[src/design/hsid_pkg.sv]
// Shared types, constants and helpers for the half-space distance block.
// No dependencies; every other design file imports this package.
package hsid_pkg;

   localparam int MAX_PLANES_DEF = 16;
   localparam int GRID_DIM_MAX   = 1024;
   localparam int MUL_STEPS      = 6;
   localparam int ROOT_STEPS     = 32;
   localparam int DIV_STEPS      = 64;

   localparam logic [2:0] CSR_ORIGIN_X    = 3'd0;
   localparam logic [2:0] CSR_ORIGIN_Y    = 3'd1;
   localparam logic [2:0] CSR_ORIGIN_Z    = 3'd2;
   localparam logic [2:0] CSR_SPACING_X   = 3'd3;
   localparam logic [2:0] CSR_SPACING_Y   = 3'd4;
   localparam logic [2:0] CSR_SPACING_Z   = 3'd5;
   localparam logic [2:0] CSR_PLANE_COUNT = 3'd6;

   localparam logic OP_LOAD = 1'b0;
   localparam logic OP_EVAL = 1'b1;

   localparam logic [30:0] SPACING_RESET = 31'd65536;
   localparam logic signed [31:0] DIST_MIN = 32'sh8000_0000;
   localparam logic signed [31:0] DIST_MAX = 32'sh7fff_ffff;

   typedef struct packed {
      logic              op;
      logic [3:0]        plane_slot;
      logic signed [31:0] nvec_x;
      logic signed [31:0] nvec_y;
      logic signed [31:0] nvec_z;
      logic signed [31:0] anchor_x;
      logic signed [31:0] anchor_y;
      logic signed [31:0] anchor_z;
      logic [9:0]        grid_i;
      logic [9:0]        grid_j;
      logic [9:0]        grid_k;
   } hsid_req_type;

   typedef struct packed {
      logic signed [31:0] distance;
      logic              degenerate;
   } hsid_rsp_type;

   typedef struct packed {
      logic signed [31:0] nx;
      logic signed [31:0] ny;
      logic signed [31:0] nz;
      logic signed [31:0] ax;
      logic signed [31:0] ay;
      logic signed [31:0] az;
   } plane_type;

   typedef enum logic [3:0] {
      ST_IDLE, ST_POS, ST_SEL, ST_DIFF, ST_MUL, ST_CHK, ST_ROOT, ST_NEXT, ST_DONE
   } hsid_state_type;

   typedef enum logic [2:0] {
      UN_IDLE, UN_ROOT, UN_RND, UN_DIV, UN_FIN
   } hsid_unit_state_type;

   function automatic logic signed [31:0] sat32(input logic signed [65:0] v);
      logic signed [31:0] r;
      if (v > 66'sd2147483647) begin
         r = DIST_MAX;
      end else if (v < -66'sd2147483648) begin
         r = DIST_MIN;
      end else begin
         r = v[31:0];
      end
      return r;
   endfunction

   function automatic logic [31:0] mag32(input logic signed [31:0] v);
      logic [31:0] r;
      r = v[31] ? 32'(-v) : v;
      return r;
   endfunction

endpackage

[src/design/hsid_norm_div.sv]
// Bit-serial rounded square root of the normal's squared length, then a
// restoring divide of the dot-product magnitude by it. Depends on hsid_pkg.
module hsid_norm_div import hsid_pkg::*; (
   input  logic               clock,
   input  logic               reset,
   input  logic               start,
   input  logic [63:0]        sq_in,
   input  logic [63:0]        mag_in,
   input  logic               neg_in,
   output logic               done,
   output logic signed [31:0] dist_out
);

   hsid_unit_state_type state_ff, state_in;

   logic [63:0] qsh_ff;
   logic [32:0] srem_ff;
   logic [31:0] root_ff;
   logic [5:0]  cnt_ff;
   logic [31:0] len_ff;
   logic [63:0] msh_ff;
   logic [31:0] drem_ff;
   logic [63:0] quo_ff;
   logic        neg_ff;

   logic [34:0] rem_sh;
   logic [34:0] trial;
   logic        root_ge;
   logic [32:0] dtry;
   logic        div_ge;

   assign rem_sh  = {srem_ff, qsh_ff[63:62]};
   assign trial   = {1'b0, root_ff, 2'b01};
   assign root_ge = rem_sh >= trial;
   assign dtry    = {drem_ff, msh_ff[63]};
   assign div_ge  = dtry >= {1'b0, len_ff};

   always_comb begin
      state_in = state_ff;
      case (state_ff)
         UN_IDLE: if (start) state_in = UN_ROOT;
         UN_ROOT: if (cnt_ff == 6'(ROOT_STEPS - 1)) state_in = UN_RND;
         UN_RND:  state_in = UN_DIV;
         UN_DIV:  if (cnt_ff == 6'(DIV_STEPS - 1)) state_in = UN_FIN;
         UN_FIN:  state_in = UN_IDLE;
         default: state_in = UN_IDLE;
      endcase
   end

   always_comb begin
      done = (state_ff == UN_FIN);
      if (neg_ff) begin
         dist_out = (quo_ff >= 64'h8000_0000) ? DIST_MIN : signed'(32'(-quo_ff[31:0]));
      end else begin
         dist_out = (quo_ff > 64'h7fff_ffff) ? DIST_MAX : signed'(quo_ff[31:0]);
      end
   end

   always_ff @(posedge clock) begin
      if (reset) begin
         state_ff <= UN_IDLE;
      end else begin
         state_ff <= state_in;
      end
   end

   always_ff @(posedge clock) begin
      case (state_ff)
         UN_IDLE: begin
            if (start) begin
               qsh_ff  <= sq_in;
               msh_ff  <= mag_in;
               neg_ff  <= neg_in;
               srem_ff <= '0;
               root_ff <= '0;
               cnt_ff  <= '0;
            end
         end
         UN_ROOT: begin
            qsh_ff  <= {qsh_ff[61:0], 2'b00};
            srem_ff <= root_ge ? 33'(rem_sh - trial) : rem_sh[32:0];
            root_ff <= {root_ff[30:0], root_ge};
            cnt_ff  <= cnt_ff + 6'd1;
         end
         UN_RND: begin
            len_ff  <= root_ff + 32'(srem_ff > {1'b0, root_ff});
            cnt_ff  <= '0;
            drem_ff <= '0;
         end
         UN_DIV: begin
            drem_ff <= div_ge ? 32'(dtry - {1'b0, len_ff}) : dtry[31:0];
            msh_ff  <= {msh_ff[62:0], 1'b0};
            quo_ff  <= {quo_ff[62:0], div_ge};
            cnt_ff  <= cnt_ff + 6'd1;
         end
         default: begin
         end
      endcase
   end

endmodule

[config.mk]
export PLATFORM = sky130hd
export DESIGN_NAME = hsid_norm_div
export DESIGN_NICKNAME = d
export VERILOG_FILES = /design/src/design/hsid_pkg.sv /design/src/design/hsid_norm_div.sv
export SDC_FILE = /design/constraint.sdc
export NUM_CORES = 1
export LEC_CHECK = 0
export BUFFER_PORTS_ARGS = -buffer_cell sky130_fd_sc_hd__buf_2
export CAP_MARGIN = 10
export CORE_ASPECT_RATIO = 0.75
export CORE_MARGIN = 3
export CORE_UTILIZATION = 43
export CTS_CLUSTER_SIZE = 30
export DETAILED_ROUTE_END_ITERATION = 7
export SLEW_MARGIN = 40
export SYNTH_ARGS = -nofsm -noshare
export SYNTH_HDL_FRONTEND = slang
export SYNTH_SLANG_ARGS = --single-unit
[constraint.sdc]
create_clock -name clock -period 4.8 [get_ports clock]
set_clock_uncertainty 0.1 [all_clocks]
set_input_delay 0.96 -clock clock [delete_from_list [all_inputs] [get_ports clock]]
set_output_delay 0.96 -clock clock [all_outputs]
set_load 0.005 [all_outputs]
==> flow_metrics.tcl <==
set metrics [dict create \
    grt_util_met3_pct 2.91 \
    grt_most_used_layer "met1" \
    synthCells 1782 \
    setup_viol 2 \
    antenna_found_initial 0 \
    whs_path_depth 0 \
    cp_max_fo 6 \
    period_share_pct 102 \
    grt.total_usage_pct 17.4 \
    synth.most_common_cell "nand2_1" \
    startpoint_type "register" \
    fin_nets 2159 \
    fmax_mhz 205 \
    dp_slack_ns 0.301 \
    cts_tree "yes" \
    routed_via_density 5.23 \
    drive_above_1_share_pct 15.2 \
    min_from "quo_ff[60]$_DFFE_PP_" \
    min_path_type "reg2reg" \
    worstSkewPairLatency_ns 0.54 \
    final_antenna_net_count 0 \
    regToRegSetupSlack_ns 0.62 \
    drt_iter0_markers 986 \
    ios 165 \
    syn_area_um2 17900 \
    chipWidth_um 242 \
    final_hold_viol_count 0 \
    critPathLaunch "quo_ff[10]$_DFFE_PP_" \
    synth-seq-area-share_pct 55.3 \
    numPortBuffers 164 \
    areaGrowthSynthToFinish_pct 16.2 \
    rsz0062_at_grt "true" \
    synth_edf_count 328 \
    grt_max_degree 81 \
    synth.distinct_cells 72 \
    grt_pass1_vias 12737 \
    yosys-top-cells-area "edfxtp_1 55%, nand2_1 10%, ha_1 5.0%, nor2_1 3.4%, xnor2_1 3.2%" \
    syn_area_per_cell_um2 10.1 \
    coreArea_um2 41000 \
    tns_ns -0.116 \
    reg2reg_to "len_ff[30]$_DFFE_PN_" \
    ys_top_cells_by_count "476 x nand2_1, 328 x edfxtp_1, 164 x nor2_1, 97 x inv_1, 76 x a21oi_1" \
    rows 64 \
    drc 0 \
    place_inst 2463 \
    peakVddDrop_uv 246 \
    gp_congestion 0.862 \
    root_buffer "clkbuf_16" \
    n_fill_cell 3826 \
    cp.required_ns 3.74 \
    cts_sinks 331 \
    cts_buffers 36 \
    critPathCaptureType "primary output" \
    initial_core_util_pct 43.7 \
    slew_violations 0 \
    synth_top_cell_by_area "edfxtp_1" \
    clk_pin_slew_ns 0.06 \
    antenna_cells 0 \
    violations "negative setup slack" \
    worst_slew_pin_slew_ns 0.758 \
    hpwl_mm 26.8 \
    worstReg2RegStart "root_ff[12]$_SDFFCE_PN0P_" \
    ys_ff_latch 331 \
    num_vias 13295 \
    grt_pass1_wl_mm 64.6 \
    hold_end "quo_ff[61]$_DFFE_PP_" \
    arrival_ns 3.82 \
    setup_slack_ns -0.0769 \
    drt-pass1-iter-count 6 \
    dieArea_um2 44200 \
    powerDensity_nw_per_um2 422 \
    synth_top_area_share_pct 55.0 \
    total_leakage_power_nw 8.61 \
    cts_max_level 2 \
    critPathKind "reg2out" \
    grt_overflow 0 \
    wl_per_cell_um 15.5 \
    slew_headroom_pct 49.4 \
    wirelength_mm 39.4 \
    grtUsageMet2_pct 26.1 \
    synth_warnings 0 \
    total_power_w 0.00880 \
    hold_buffers 0 \
    synthFlopType "edfxtp_1" \
    syn-num-nets 1986 \
    fin_crit_ns 4.88 \
    die_height_um 183 \
    cts.path.max_buffers 3 \
    postSynth.asyncResetShare_pct 0 \
    r2r_cells 16 \
    cap_violations 0 \
    outcome "complete, but fails checks" \
    grtUsageMet1_pct 26.4 \
    final_cells 2542 \
    hold-worst-slack_ns 0.347 \
]
[metrics by stage]
stage	area (um^2)	util (%)
finish	20800	50.8
CTS	20700	50.6
global route	20800	50.8
floorplan	17900	-
global placement	19400	47.4
detailed placement	19400	47.4
[worst max-delay path by stage]
stage | slack (ns) | endpoint
after floorplan | 0.08 | qsh_ff[0]$_SDFFCE_PP0P_
after global placement | 0.36 | dist_out[28]
after detailed placement | 0.30 | len_ff[30]$_DFFE_PN_
after CTS | -0.04 | dist_out[28]
after global routing | -0.20 | dist_out[28]
final | -0.08 | dist_out[28]
[placed cells by master (no fill, tap or decap), drive strengths merged, types with 28 or more instances in the layout]
cell type  netlist  routed
o21ai           51      51
a21oi           76      76
inv             97     100
clkbuf          57      41
nor3            31      31
edfxtp         328     328
buf             11     203
ha              71      71
nand2          476     476
a21o            28      28
xnor2           66      66
mux2i           28      28
nor2           164     164
[flip-flops by register name (all words and copies together) (netlist names)]
name	flops
quo_ff	64
root_ff	32
state_ff	3
srem_ff	33
len_ff	32
neg_ff	1
msh_ff	64
cnt_ff	6
drem_ff	32
qsh_ff	64
[per-layer routing]
layer | vias to the layer above | part of all wire (%) | routed length (um)
li1 | 6682 | - | -
met1 | 6237 | 50 | 19700
met2 | 322 | 43 | 16900
met3 | 54 | 5.3 | 2110
met4 | 0 | 1.6 | 648
met5 | - | 0 | 0
[logic make-up after synthesis]
logic type / share of synthesized area, %
AO/OA/AOI/OAI: 11.2
XOR/XNOR: 4.35
buffers and inverters: 3.46
flip-flops: 55.3
adder cells (fa/ha/maj): 5.07
multiplexers: 1.63
AND/OR/NAND/NOR: 19.0
[power breakdown]
group / internal [W] / total, W / switching (W)
Combinational: 0.000883 / 0.00217 / 0.00129
Clock: 0.00169 / 0.00286 / 0.00117
Sequential: 0.00361 / 0.00377 / 0.000160
[repair_timing]
action                                  CTS  global route
hold endpoints to repair                  0             0
endpoints found under the setup margin    6             9
pin swaps                                 2             1
gates resized for setup                  11             6
buffers inserted                          9             6
[area by class of cell]
type | instances | area [um^2] | area share, %
Multi-Input combinational cell | 1286 | 7540 | 36.2
Sequential cell | 331 | 9910 | 47.6
Inverter | 97 | 367 | 1.76
Clock buffer | 41 | 941 | 4.52
Tap cell | 561 | 702 | 3.37
Timing Repair Buffer | 203 | 1120 | 5.36
Clock inverter | 23 | 255 | 1.23
[worst max-delay path: stages, from the launching register on]
cell	delay (ns)
edfxtp_1	0.39
or4_4	0.56
nand4b_4	0.21
or3_4	0.36
or3_4	0.38
or4_4	0.43
or3_4	0.39
o41ai_2	0.22
nand2_1	0.09
o311ai_1	0.10
buf_2	0.17
(Power assumes the default switching activity.)
