File: config.mk
export PLATFORM = sky130hd
export DESIGN_NAME = hsid_cell
export DESIGN_NICKNAME = d
export VERILOG_FILES = /design/src/design/hsid_pkg.sv /design/src/design/hsid_cell.sv
export SDC_FILE = /design/constraint.sdc
export NUM_CORES = 1
export LEC_CHECK = 0
export BUFFER_PORTS_ARGS = -buffer_cell sky130_fd_sc_hd__buf_2
export CAP_MARGIN = 0
export CORE_AREA = 2 2 223 225
export CTS_CLUSTER_DIAMETER = 30
export DETAILED_ROUTE_END_ITERATION = 10
export DIE_AREA = 0 0 225 227
export PLACE_DENSITY = 0.41
export RECOVER_POWER = 50
export SYNTH_ARGS = -nofsm -noshare
export SYNTH_HDL_FRONTEND = slang
export SYNTH_SLANG_ARGS = --single-unit
File: constraint.sdc
create_clock -name clock -period 4.8 [get_ports clock]
set_input_delay 0.96 -clock clock [delete_from_list [all_inputs] [get_ports clock]]
set_output_delay 0.96 -clock clock [all_outputs]
set_load 0.1 [all_outputs]
File: src/design/hsid_pkg.sv
// Shared types, constants and helpers for the half-space distance block.
// No dependencies; every other design file imports this package.
package hsid_pkg;

   localparam int MAX_PLANES_DEF = 16;
   localparam int GRID_DIM_MAX   = 1024;
   localparam int MUL_STEPS      = 6;
   localparam int ROOT_STEPS     = 32;
   localparam int DIV_STEPS      = 64;

   localparam logic [2:0] CSR_ORIGIN_X    = 3'd0;
   localparam logic [2:0] CSR_ORIGIN_Y    = 3'd1;
   localparam logic [2:0] CSR_ORIGIN_Z    = 3'd2;
   localparam logic [2:0] CSR_SPACING_X   = 3'd3;
   localparam logic [2:0] CSR_SPACING_Y   = 3'd4;
   localparam logic [2:0] CSR_SPACING_Z   = 3'd5;
   localparam logic [2:0] CSR_PLANE_COUNT = 3'd6;

   localparam logic OP_LOAD = 1'b0;
   localparam logic OP_EVAL = 1'b1;

   localparam logic [30:0] SPACING_RESET = 31'd65536;
   localparam logic signed [31:0] DIST_MIN = 32'sh8000_0000;
   localparam logic signed [31:0] DIST_MAX = 32'sh7fff_ffff;

   typedef struct packed {
      logic              op;
      logic [3:0]        plane_slot;
      logic signed [31:0] nvec_x;
      logic signed [31:0] nvec_y;
      logic signed [31:0] nvec_z;
      logic signed [31:0] anchor_x;
      logic signed [31:0] anchor_y;
      logic signed [31:0] anchor_z;
      logic [9:0]        grid_i;
      logic [9:0]        grid_j;
      logic [9:0]        grid_k;
   } hsid_req_type;

   typedef struct packed {
      logic signed [31:0] distance;
      logic              degenerate;
   } hsid_rsp_type;

   typedef struct packed {
      logic signed [31:0] nx;
      logic signed [31:0] ny;
      logic signed [31:0] nz;
      logic signed [31:0] ax;
      logic signed [31:0] ay;
      logic signed [31:0] az;
   } plane_type;

   typedef enum logic [3:0] {
      ST_IDLE, ST_POS, ST_SEL, ST_DIFF, ST_MUL, ST_CHK, ST_ROOT, ST_NEXT, ST_DONE
   } hsid_state_type;

   typedef enum logic [2:0] {
      UN_IDLE, UN_ROOT, UN_RND, UN_DIV, UN_FIN
   } hsid_unit_state_type;

   function automatic logic signed [31:0] sat32(input logic signed [65:0] v);
      logic signed [31:0] r;
      if (v > 66'sd2147483647) begin
         r = DIST_MAX;
      end else if (v < -66'sd2147483648) begin
         r = DIST_MIN;
      end else begin
         r = v[31:0];
      end
      return r;
   endfunction

   function automatic logic [31:0] mag32(input logic signed [31:0] v);
      logic [31:0] r;
      r = v[31] ? 32'(-v) : v;
      return r;
   endfunction

endpackage

File: src/design/hsid_cell.sv
// One plane slot of the rotating plane table.
// Depends on hsid_pkg for plane_type.
module hsid_cell import hsid_pkg::*; (
   input  logic      clock,
   input  logic      load_en,
   input  plane_type load_plane,
   input  logic      shift_en,
   input  plane_type nbr_plane,
   output plane_type plane
);

   plane_type plane_ff;

   always_ff @(posedge clock) begin
      if (load_en) begin
         plane_ff <= load_plane;
      end else if (shift_en) begin
         plane_ff <= nbr_plane;
      end
   end

   assign plane = plane_ff;

endmodule

==> metrics.md, run 1 <==
| Metric | Value |
|---|---|
| FP Rows | `81` |
| Area contributors post-synth | `edfxtp_1, mux2_2, buf_6, buf_4, buf_2` |
| Final Max Slew Viols | `66` |
| Met3 GRT Util | `under 10%` |
| Die extent in y | `227 um` |
| Worst-margin pin slew | `1680 ps` |
| Worst path arrival time | `between 3000 and 4000 ps` |
| Critical path class | `input pin to flip-flop` |
| Multi-input gate area | `0.00217 mm^2` |
| Post-CTS Hold Fix Bufs | `0` |
| Clock transition at the registers of the reported paths | `70 ps` |
| Gpl congestion | `between 0.7 and 0.8` |
| Clock H-tree levels | `4` |
| Worst rel slew slack | `-11.8%` |
| Syn nets | `793` |
| Post-synth top area cell | `edfxtp_1` |
| Post-Syn Area | `between 0.008 and 0.009 mm^2` |
| Worst vdd ir | `~0.00019 V` |
| Setup crit end | `plane[136]$_DFFE_PP_` |
| Num ports | `579` |
| Distinct cell type count after synthesis | `6` |
| Fmax | `304 MHz` |
| CP Capture Type | `flip-flop` |
| First-pass GRT wire length | `37500 um` |
| Worst path cell trace | `clkbuf_1 > clkbuf_2 > mux2_2` |
| Antenna cells | `0` |
| Leak pwr | `~5.3 nW` |
| Critical Path RT | `about 5000 ps` |
| Sequential element share of the synthesized area | `between 70% and 80%` |
| Gr usage total | `between 10 and 15%` |
| Failing checks | `capacitance limit, slew limit` |
| Worst Path Buf+Inv | `2` |
| Type of the worst min-delay path | `input pin to flip-flop` |
| Worst path slowest cell | `clkbuf_2` |
| Maxcap violations | `1` |
| Final hold violations | `0` |
| WP depth | `3` |
| Vias per cell | `3.61` |
| Post-Route WL | `27300 um` |
| Post-CTS Setup Inserts | `0` |
| Post-synthesis register bit count | `between 150 and 200` |
| Crit path max-delay family | `buffers and inverters` |
| Crit-path max cell delay | `approximately 1300 ps` |
| CTS tree | `built` |
| Starting Density | `between 10% and 20%` |
| # setup viols final | `0` |
| CTS Buffer Depth | `2` |
| Number of global-route vias before repair | `a little over 6k` |
| Max reg flops | `between 150 and 200` |
| Fill count | `between 5k and 6k` |
| Period utilization | `about two thirds` |
| Syn Inst Count | `406` |
| Reg area | `~0.0058 mm^2` |
| CP max FO | `65` |
| Sink Count | `roughly 190` |
| Fin nets | `1380` |
| CTS resizes | `0` |
| Busiest grt layer | `met2` |
| Status | `finished with violations` |
| DR pass1 iterations | `4` |
| Initial antenna violation count | `1` |
| Die W | `roughly 230 um` |
| Die Area | `just over 0.05 mm^2` |
| Met2 GRT Util | `17.8%` |
| Clock Root Buffer | `clkbuf_16` |
| Pin count of the biggest net entering global routing | `~110` |
| # port buffers | `approximately 580` |
| Crit path time final | `roughly 3300 ps` |
| Wirelength per Cell | `between 15 and 20 um` |
| Startpoint Class | `input pin` |
| Via count | `about 5.9k` |
| Yosys Warn Count | `0` |
| CP startpoint | `load_en` |
| DPL Wire Length | `21300 um` |
| P per Cell Area | `between 400 and 500 mW/mm^2` |
| Total grt overflow | `0` |
| RSZ-0062 raised after global routing | `no` |
| Fraction of layout cells with a size suffix above 1 | `79.7%` |
| Top cell type's share of synthesized area | `a little over two thirds` |
| Mean Syn Cell Area | `around 20 um^2` |
| Num CTS Buffers | `17` |
| Pwr Total | `5.44 mW` |
| Drt drc | `0` |
| Final ANT Viol Nets | `0` |
| Core area | `a little under 0.05 mm^2` |
| Setup TNS | `0 ps` |
| Met1 GRT Util | `between 10% and 20%` |
| Area delta synth->final | `50.3%` |
| Number of DRC markers in iteration 0 | `roughly 190` |
## how the worst min path moves through the flow
| stage | depth (start not counted) | from | end | slack, ps |
|---|---|---|---|---|
| after floorplan | 1 | nbr_plane[100] | plane[100]$_DFFE_PP_ | 1180 |
| after global placement | 2 | nbr_plane[129] | plane[129]$_DFFE_PP_ | 1260 |
| after detailed placement | 2 | load_plane[106] | plane[106]$_DFFE_PP_ | 1260 |
| after CTS | 2 | load_plane[175] | plane[175]$_DFFE_PP_ | 720 |
| after global routing | 2 | nbr_plane[50] | plane[50]$_DFFE_PP_ | 720 |
| final | 2 | nbr_plane[146] | plane[146]$_DFFE_PP_ | 780 |
## placed cells by master, fill, tap and decap left out, drive strengths merged
master / instances
inv: 1
bufinv: 2
clkinvlp: 1
edfxtp: 192
buf: 581
mux2: 192
clkbuf: 27
or2: 1
clkinv: 8
## power by group
part | internal, mW | switching, mW
clock network | 0.757 | 0.657
logic | 0.347 | 1.57
registers | 2.06 | 0.0479
total | 3.16 | 2.28
## synth_stat cells
cell type  instances
mux2_2           192
buf_2              2
or2_2              1
edfxtp_1         192
buf_6             17
buf_4              2
## final cells by class
| class | instances | area share (%) |
|---|---|---|
| Multi-Input combinational cell | 193 | 17.7 |
| Tap cell | 622 | 6.35 |
| Clock inverter | 12 | 0.970 |
| Clock buffer | 19 | 3.53 |
| Timing Repair Buffer | 589 | 24.4 |
| Sequential cell | 192 | 47.1 |
## cell families after synthesis
| logic type | after synthesis | synth area share, % |
|---|---|---|
| buffers and inverters | 21 | 2.66 |
| DFF | 192 | 70.7 |
| muxes | 192 | 26.5 |
| and+or+nand+nor | 1 | 0.0768 |
## per-layer routing
layer  up-vias  wire, um
li1       2792         -
met1      2742      9840
met2       310     14300
met3        25      2750
met4         0       430
met5         -         0
## through the flow
stage | utilization, % | instances | instance area, um^2 | worst slack [ps] | hold slack (ps)
final | 25.2 | 1627 | 12300 | 1510 | 778
after global routing | 25.2 | 1627 | 12300 | 1300 | 725
after CTS | 25.3 | 1627 | 12300 | 2450 | 720
after detailed placement | 24.2 | 1596 | 11700 | 2160 | 1260
after global placement | 24.2 | 1596 | 11700 | 2160 | 1260
after floorplan | - | 406 | 8150 | 706 | 1180
Power figures use the tool's default switching activity.
==> inputs of run 2 (changes only) <==
--- a/config.mk
+++ b/config.mk
@@ -5,12 +5,13 @@
 export SDC_FILE = /design/constraint.sdc
 export NUM_CORES = 1
 export LEC_CHECK = 0
+export ABC_AREA = 1
 export BUFFER_PORTS_ARGS = -buffer_cell sky130_fd_sc_hd__buf_2
 export CAP_MARGIN = 0
-export CORE_AREA = 2 2 223 225
+export CORE_AREA = 2 2 227 229
 export CTS_CLUSTER_DIAMETER = 30
 export DETAILED_ROUTE_END_ITERATION = 10
-export DIE_AREA = 0 0 225 227
+export DIE_AREA = 0 0 229 231
 export PLACE_DENSITY = 0.41
 export RECOVER_POWER = 50
 export SYNTH_ARGS = -nofsm -noshare
==> constraint.sdc (replaced) <==
create_clock -name clock -period 2.6 [get_ports clock]
set_input_delay 0.52 -clock clock [delete_from_list [all_inputs] [get_ports clock]]
set_output_delay 0.52 -clock clock [all_outputs]
set_load 0.1 [all_outputs]
==> metrics.md, run 2 <==
| Metric | Value |
|---|---|
| Status | `completed` |
| Placed cells | `2044 (+28%)` |
| Post-Syn Area | `0.00830 mm^2 (+1.8%)` |
| Number of global-route vias before repair | `7483 (+21%)` |
| Worst rel slew slack | `24.4% (+36 points)` |
| WL met1 | `12300 um (+25%)` |
| Post-CTS Hold Fix Bufs | `0 (unchanged)` |
| Die extent in y | `231 um (+1.8%)` |
| Worst path slowest cell | `clkbuf_4` |
| CP dominant cell by count | `nand2_1` |
| Final cell count without fillers | `2073 (+27%)` |
| Post-synth top cells | `nand2_1, edfxtp_1, buf_6` |
| Drt drc | `0 (unchanged)` |
| Worst-margin pin slew | `1130 ps (-544 ps)` |
| Crit path time final | `between 1500 and 2000 ps` |
| Critical Path RT | `2930 ps (-2090 ps)` |
| Ys flop type | `edfxtp_1` |
| Number of DRC markers in iteration 0 | `317 (+63%)` |
| Total grt overflow | `0 (unchanged)` |
| Clock H-tree levels | `4 (unchanged)` |
| Commonest non-fill, non-tap cell in the layout | `buf_2` |
| Clock Root Buffer | `clkbuf_16` |
| Period utilization | `between 70% and 80%` |
| P per Cell Area | `818 mW/mm^2 (+84%)` |
| Detail Route met3 WL | `2710 um (-1.3%)` |
| Vias per cell | `3.63 (+0.56%)` |
| DR top layer | `met4` |
| Syn Inst Count | `813 (+100%)` |
| CTS resizes | `0 (unchanged)` |
| Crit-path max cell delay | `910 ps (-390 ps)` |
| Final hold violations | `0 (unchanged)` |
| Pin count of the biggest net entering global routing | `98 (-14%)` |
| Top cell type's share of synthesized area | `69.5% (-1.3 points)` |
| DPL Wire Length | `24500 um (+15%)` |
| Post-synth EDFFs | `192 (unchanged)` |
| Startpoint Class | `input pin` |
| Gr usage total | `11.5% (+1.1 points)` |
| Final ANT Viol Nets | `0 (unchanged)` |
| Fmax | `505 MHz` |
| DR pass1 iterations | `4 (unchanged)` |
| Sequential element share of the synthesized area | `69.5% (-1.3 points)` |
| Type of the worst min-delay path | `input pin to flip-flop` |
| Core area | `0.0507 mm^2 (+4.4%)` |
| Multi-input gate area | `0.00217 mm^2 (-0.12%)` |
| Sink Count | `192 (unchanged)` |
| Worst vdd ir | `0.000448 V (+140%)` |
| CTS Buffer Depth | `2 (unchanged)` |
| Area delta synth->final | `49.6%` |
| Final Max Slew Viols | `0 (-100%)` |
| Via count | `7520 (+28%)` |
| Max reg flops | `192 (unchanged)` |
| Post-Route WL | `31000 um (+14%)` |
| Clock transition at the registers of the reported paths | `70 ps (about the same)` |
| Worst path arrival time | `2310 ps (-1210 ps)` |
| Post-CTS Setup Inserts | `0 (unchanged)` |
| RSZ-0062 raised after global routing | `no` |
| Yosys Warn Count | `0 (unchanged)` |
| Leak pwr | `6.32 nW (+19%)` |
| Fill count | `5654 (+9.0%)` |
| Syn nets | `1200 (+51%)` |
| Num ports | `579 (unchanged)` |
| CP max FO | `95 (+46%)` |
| Crit path max-delay family | `buffers and inverters` |
| First-pass GRT wire length | `44500 um (+19%)` |
| Most common cell in the netlist | `nand2_1` |
| Distinct cell type count after synthesis | `8 (+2)` |
| Initial antenna violation count | `0 (-1)` |
| Wirelength per Cell | `15.0 um (-11%)` |
| Gpl congestion | `0.851 (+19%)` |
| CTS tree | `built` |
| Maxcap violations | `0 (-1)` |
| Most frequent cells in the layout | `buf_2, nand2_1, edfxtp_1` |
| # setup viols final | `0 (unchanged)` |
| FP Rows | `83 (+2.5%)` |
| Critical path class | `input pin to flip-flop` |
| Num CTS Buffers | `17 (unchanged)` |
| # port buffers | `578 (unchanged)` |
| Area contributors post-synth | `edfxtp_1, nand2_1, buf_6, buf_2, buf_8` |
| Starting Density | `16.4% (-0.41 points)` |
| Post-synth top area cell | `edfxtp_1` |
| Post-synthesis register bit count | `192 (unchanged)` |
| Fraction of layout cells with a size suffix above 1 | `44.1% (-36 points)` |
| Antenna cells | `0 (unchanged)` |
| Worst path cell trace | `clkbuf_1 > clkbuf_4 > nand2_1 > nand2_1` |
| Async set-reset flop share out of synthesis | `0% (unchanged)` |
| Fin nets | `1770 (+28%)` |
| Reg area | `0.00577 mm^2 (unchanged)` |
| CP Capture Type | `flip-flop` |
| Worst Path Buf+Inv | `2 (unchanged)` |
| Mean Syn Cell Area | `10.2 um^2 (-49%)` |
| Die Area | `0.0529 mm^2 (+3.6%)` |
| Die W | `229 um (+1.8%)` |
| Setup TNS | `0 ps (unchanged)` |
| DR WL met2 | `15300 um (+7.2%)` |
-- run 2: cell count changes in the layout (fill, tap and decap cells not counted), moves of 2 or more --
cell      change
mux2_2      -190
mux2_1        -2
clkbuf_4      +2
clkinv_2      -4
clkinv_4      +2
buf_12        +2
nand2_1     +576
-- run 2: layer usage --
metal | GRT usage [%] | up-vias
met1 | 12.7 | 3390
met4 | 4.89 | 0
met3 | 4.40 | 29
li1 | - | 3745
met5 | 0 | -
met2 | 19.6 | 356
-- run 2: power breakdown --
part	internal, mW	switching, mW
clock	1.49	1.17
combinational	0.544	3.04
sequential	3.80	0.105
-- run 2: cell type report --
class,instances,area share (%)
well taps,680,6.85
repair buffers,594,24.6
clock buffers,18,3.46
clock inverters,11,1.15
multi-input cells,577,17.5
inverters,1,0.0706
flip-flops and latches,192,46.4
-- run 2: through the flow --
stage,worst slack (ps),hold WS (ps),power [mW],instance area (um^2),util [%]
4_1_cts,642,257,10.3,12500,24.6
2_1_floorplan,26.0,699,6.80,8310,-
3_5_place_dp,876,788,7.60,11900,23.5
6_report,619,298,10.2,12400,24.5
5_1_grt,510,265,10.6,12400,24.5
3_3_place_gp,895,783,7.61,11900,23.5
-- run 2: kinds of logic (layout without fill, tap and decap cells) --
logic type,Yosys count,count (layout),synth area share [%]
AND/OR/NAND/NOR,577,577,26.1
flip-flops,192,192,69.5
buffers and inverters,44,624,4.40
-- run 2: final timing paths --
path,to,cells after the start,startpoint,slack [ps]
setup / recovery,plane[100]$_DFFE_PP_,4,load_en,620
hold / removal,plane[159]$_DFFE_PP_,3,nbr_plane[159],300
==> inputs of run 3 (changes only) <==
--- a/config.mk
+++ b/config.mk
@@ -8,10 +8,10 @@
 export ABC_AREA = 1
 export BUFFER_PORTS_ARGS = -buffer_cell sky130_fd_sc_hd__buf_2
 export CAP_MARGIN = 0
-export CORE_AREA = 2 2 227 229
+export CORE_AREA = 2 2 223 225
 export CTS_CLUSTER_DIAMETER = 30
 export DETAILED_ROUTE_END_ITERATION = 10
-export DIE_AREA = 0 0 229 231
+export DIE_AREA = 0 0 225 227
 export PLACE_DENSITY = 0.41
 export RECOVER_POWER = 50
 export SYNTH_ARGS = -nofsm -noshare
==> constraint.sdc (replaced) <==
create_clock -name clock -period 2 [get_ports clock]
set_input_delay 0.4 -clock clock [delete_from_list [all_inputs] [get_ports clock]]
set_output_delay 0.4 -clock clock [all_outputs]
set_load 0.1 [all_outputs]
==> metrics.md, run 3 (synthesis gave the netlist of run 2 again) <==
| Metric | Value |
|---|---|
| Status | `completed` |
| # setup viols final | `0 (unchanged)` |
| Final Max Slew Viols | `0 (unchanged)` |
| Sink Count | `192 (unchanged)` |
| First-pass GRT wire length | `43700 um (-1.9%)` |
| Post-CTS Hold Fix Bufs | `0 (unchanged)` |
| Final hold violations | `0 (unchanged)` |
| Critical path class | `flip-flop to output port` |
| Crit-path max cell delay | `460 ps (-450 ps)` |
| Post-Route Utilization | `25.5% (+0.97 points)` |
| CTS tree | `built` |
| Hold Crit Endpoint | `plane[66]$_DFFE_PP_` |
| Commonest non-fill, non-tap cell in the layout | `buf_2` |
| Worst vdd ir | `0.000387 V (-14%)` |
| Period utilization | `approximately nine tenths` |
| Worst path cell trace | `buf_2` |
| # port buffers | `578 (unchanged)` |
| Die Area | `0.0511 mm^2 (-3.4%)` |
| Worst-margin pin slew | `1220 ps (+82.1 ps)` |
| Num ports | `579 (unchanged)` |
| Drt drc | `0 (unchanged)` |
| Max reg flops | `192 (unchanged)` |
| Fmax | `approximately 570 MHz` |
| Fill count | `5324 (-5.8%)` |
| Total grt overflow | `0 (unchanged)` |
| Leak pwr | `6.33 nW (about the same)` |
| Die extent in y | `227 um (-1.7%)` |
| Gpl congestion | `0.795 (-6.6%)` |
| Startpoint Class | `flip-flop` |
| Most frequent cells in the layout | `buf_2, nand2_1, edfxtp_1` |
| Number of global-route vias before repair | `7452 (-0.41%)` |
| Clock Root Buffer | `clkbuf_16` |
| Via count | `7459 (-0.81%)` |
| Critical Path RT | `1600 ps (-1330 ps)` |
| P per Cell Area | `1080 mW/mm^2 (+32%)` |
| Worst path arrival time | `1370 ps (-940 ps)` |
| Number of DRC markers in iteration 0 | `302 (-4.7%)` |
| DPL Wire Length | `24500 um (+0.20%)` |
| Area delta synth->final | `49.0%` |
| WHS | `174 ps (-124 ps)` |
| CTS resizes | `0 (unchanged)` |
| FP Rows | `81 (-2.4%)` |
| CTS Buffer Depth | `2 (unchanged)` |
| Clock H-tree levels | `4 (unchanged)` |
| CP Capture Type | `output port` |
| CP max FO | `1 (-99%)` |
| Initial antenna violation count | `3 (+3)` |
| Vias per cell | `3.69 (+1.6%)` |
| Post-CTS Setup Inserts | `0 (unchanged)` |
| Num CTS Buffers | `17 (unchanged)` |
| Wirelength per Cell | `15.4 um (+2.9%)` |
| Worst Path Buf+Inv | `1 (-1)` |
| Gr usage total | `11.8% (+0.31 points)` |
| Fin nets | `1774 (+0.23%)` |
| Pin count of the biggest net entering global routing | `101 (+3.1%)` |
| Crit path max-delay family | `buffers and inverters` |
| Hold_sp | `nbr_plane[66]` |
| Final ANT Viol Nets | `0 (unchanged)` |
| Starting Density | `17.1% (+0.72 points)` |
| Hold Path Stages | `3 (unchanged)` |
| Worst rel slew slack | `19.0% (-5.5 points)` |
| Clock transition at the registers of the reported paths | `80 ps (about the same)` |
| Maxcap violations | `0 (unchanged)` |
| RSZ-0062 raised after global routing | `no` |
| DR pass1 iterations | `4 (unchanged)` |
| Crit path time final | `around 1800 ps` |
| Post-Route WL | `31100 um (+0.46%)` |
| Core area | `0.0485 mm^2 (-4.2%)` |
| Fraction of layout cells with a size suffix above 1 | `44.4% (+0.35 points)` |
| Worst path slowest cell | `buf_2` |
| Type of the worst min-delay path | `input pin to flip-flop` |
| Die W | `225 um (-1.7%)` |
[run 3: cell count changes in the layout (fill, tap and decap cells not counted), moves of 2 or more]
| cell | delta |
|---|---|
| buf_6 | +2 |
| clkinv_1 | -2 |
| inv_6 | +2 |
| clkinvlp_4 | +3 |
| inv_8 | +4 |
| diode_2 | +2 |
| clkbuf_2 | +3 |
| buf_12 | -3 |
[run 3: metal layers]
| layer | track usage [%] | wire, um | share of wire (%) |
|---|---|---|---|
| met5 | 0 | 0 | 0 |
| met4 | 5.11 | 611 | 2.0 |
| met3 | 4.50 | 2650 | 8.5 |
| met2 | 21.1 | 16300 | 52 |
| met1 | 12.3 | 11600 | 37 |
[run 3: worst max path at each step]
stage / start / to / slack, ps / depth (start not counted)
floorplan: load_en / plane[0]$_DFFE_PP_ / -440 / 3
CTS: plane[120]$_DFFE_PP_ / plane[120] / 170 / 1
detailed placement: load_en / plane[167]$_DFFE_PP_ / 390 / 5
global placement: load_en / plane[167]$_DFFE_PP_ / 380 / 5
finish: plane[120]$_DFFE_PP_ / plane[120] / 230 / 1
global route: load_en / plane[89]$_DFFE_PP_ / 140 / 4
[run 3: power breakdown]
group          total (mW)  leakage [nW]  internal, mW  switching, mW
Combinational        4.66          4.06         0.703           3.96
Sequential           5.06          1.98          4.94          0.123
Clock                3.57         0.288          1.88           1.69
[run 3: stage by stage]
step / instance area (um^2) / worst slack, ps / instances / total power [mW] / setup TNS, ps
floorplan: 8310 / -445 / 813 / 8.84 / -85360
global placement: 11900 / 378 / 1990 / 9.89 / 0
detailed placement: 11900 / 392 / 1990 / 9.89 / 0
CTS: 12500 / 169 / 2022 / 13.6 / 0
global route: 12400 / 140 / 2024 / 13.8 / 0
finish: 12400 / 234 / 2024 / 13.3 / 0
[run 3: final cells by class]
type	instances	area (um^2)	area share (%)
Clock inverter	15	176	1.43
Antenna cell	2	5.00	0.0405
Multi-Input combinational cell	577	2170	17.5
Inverter	1	8.76	0.0708
Tap cell	622	778	6.30
Timing Repair Buffer	598	3030	24.5
Sequential cell	192	5770	46.6
Clock buffer	17	425	3.44
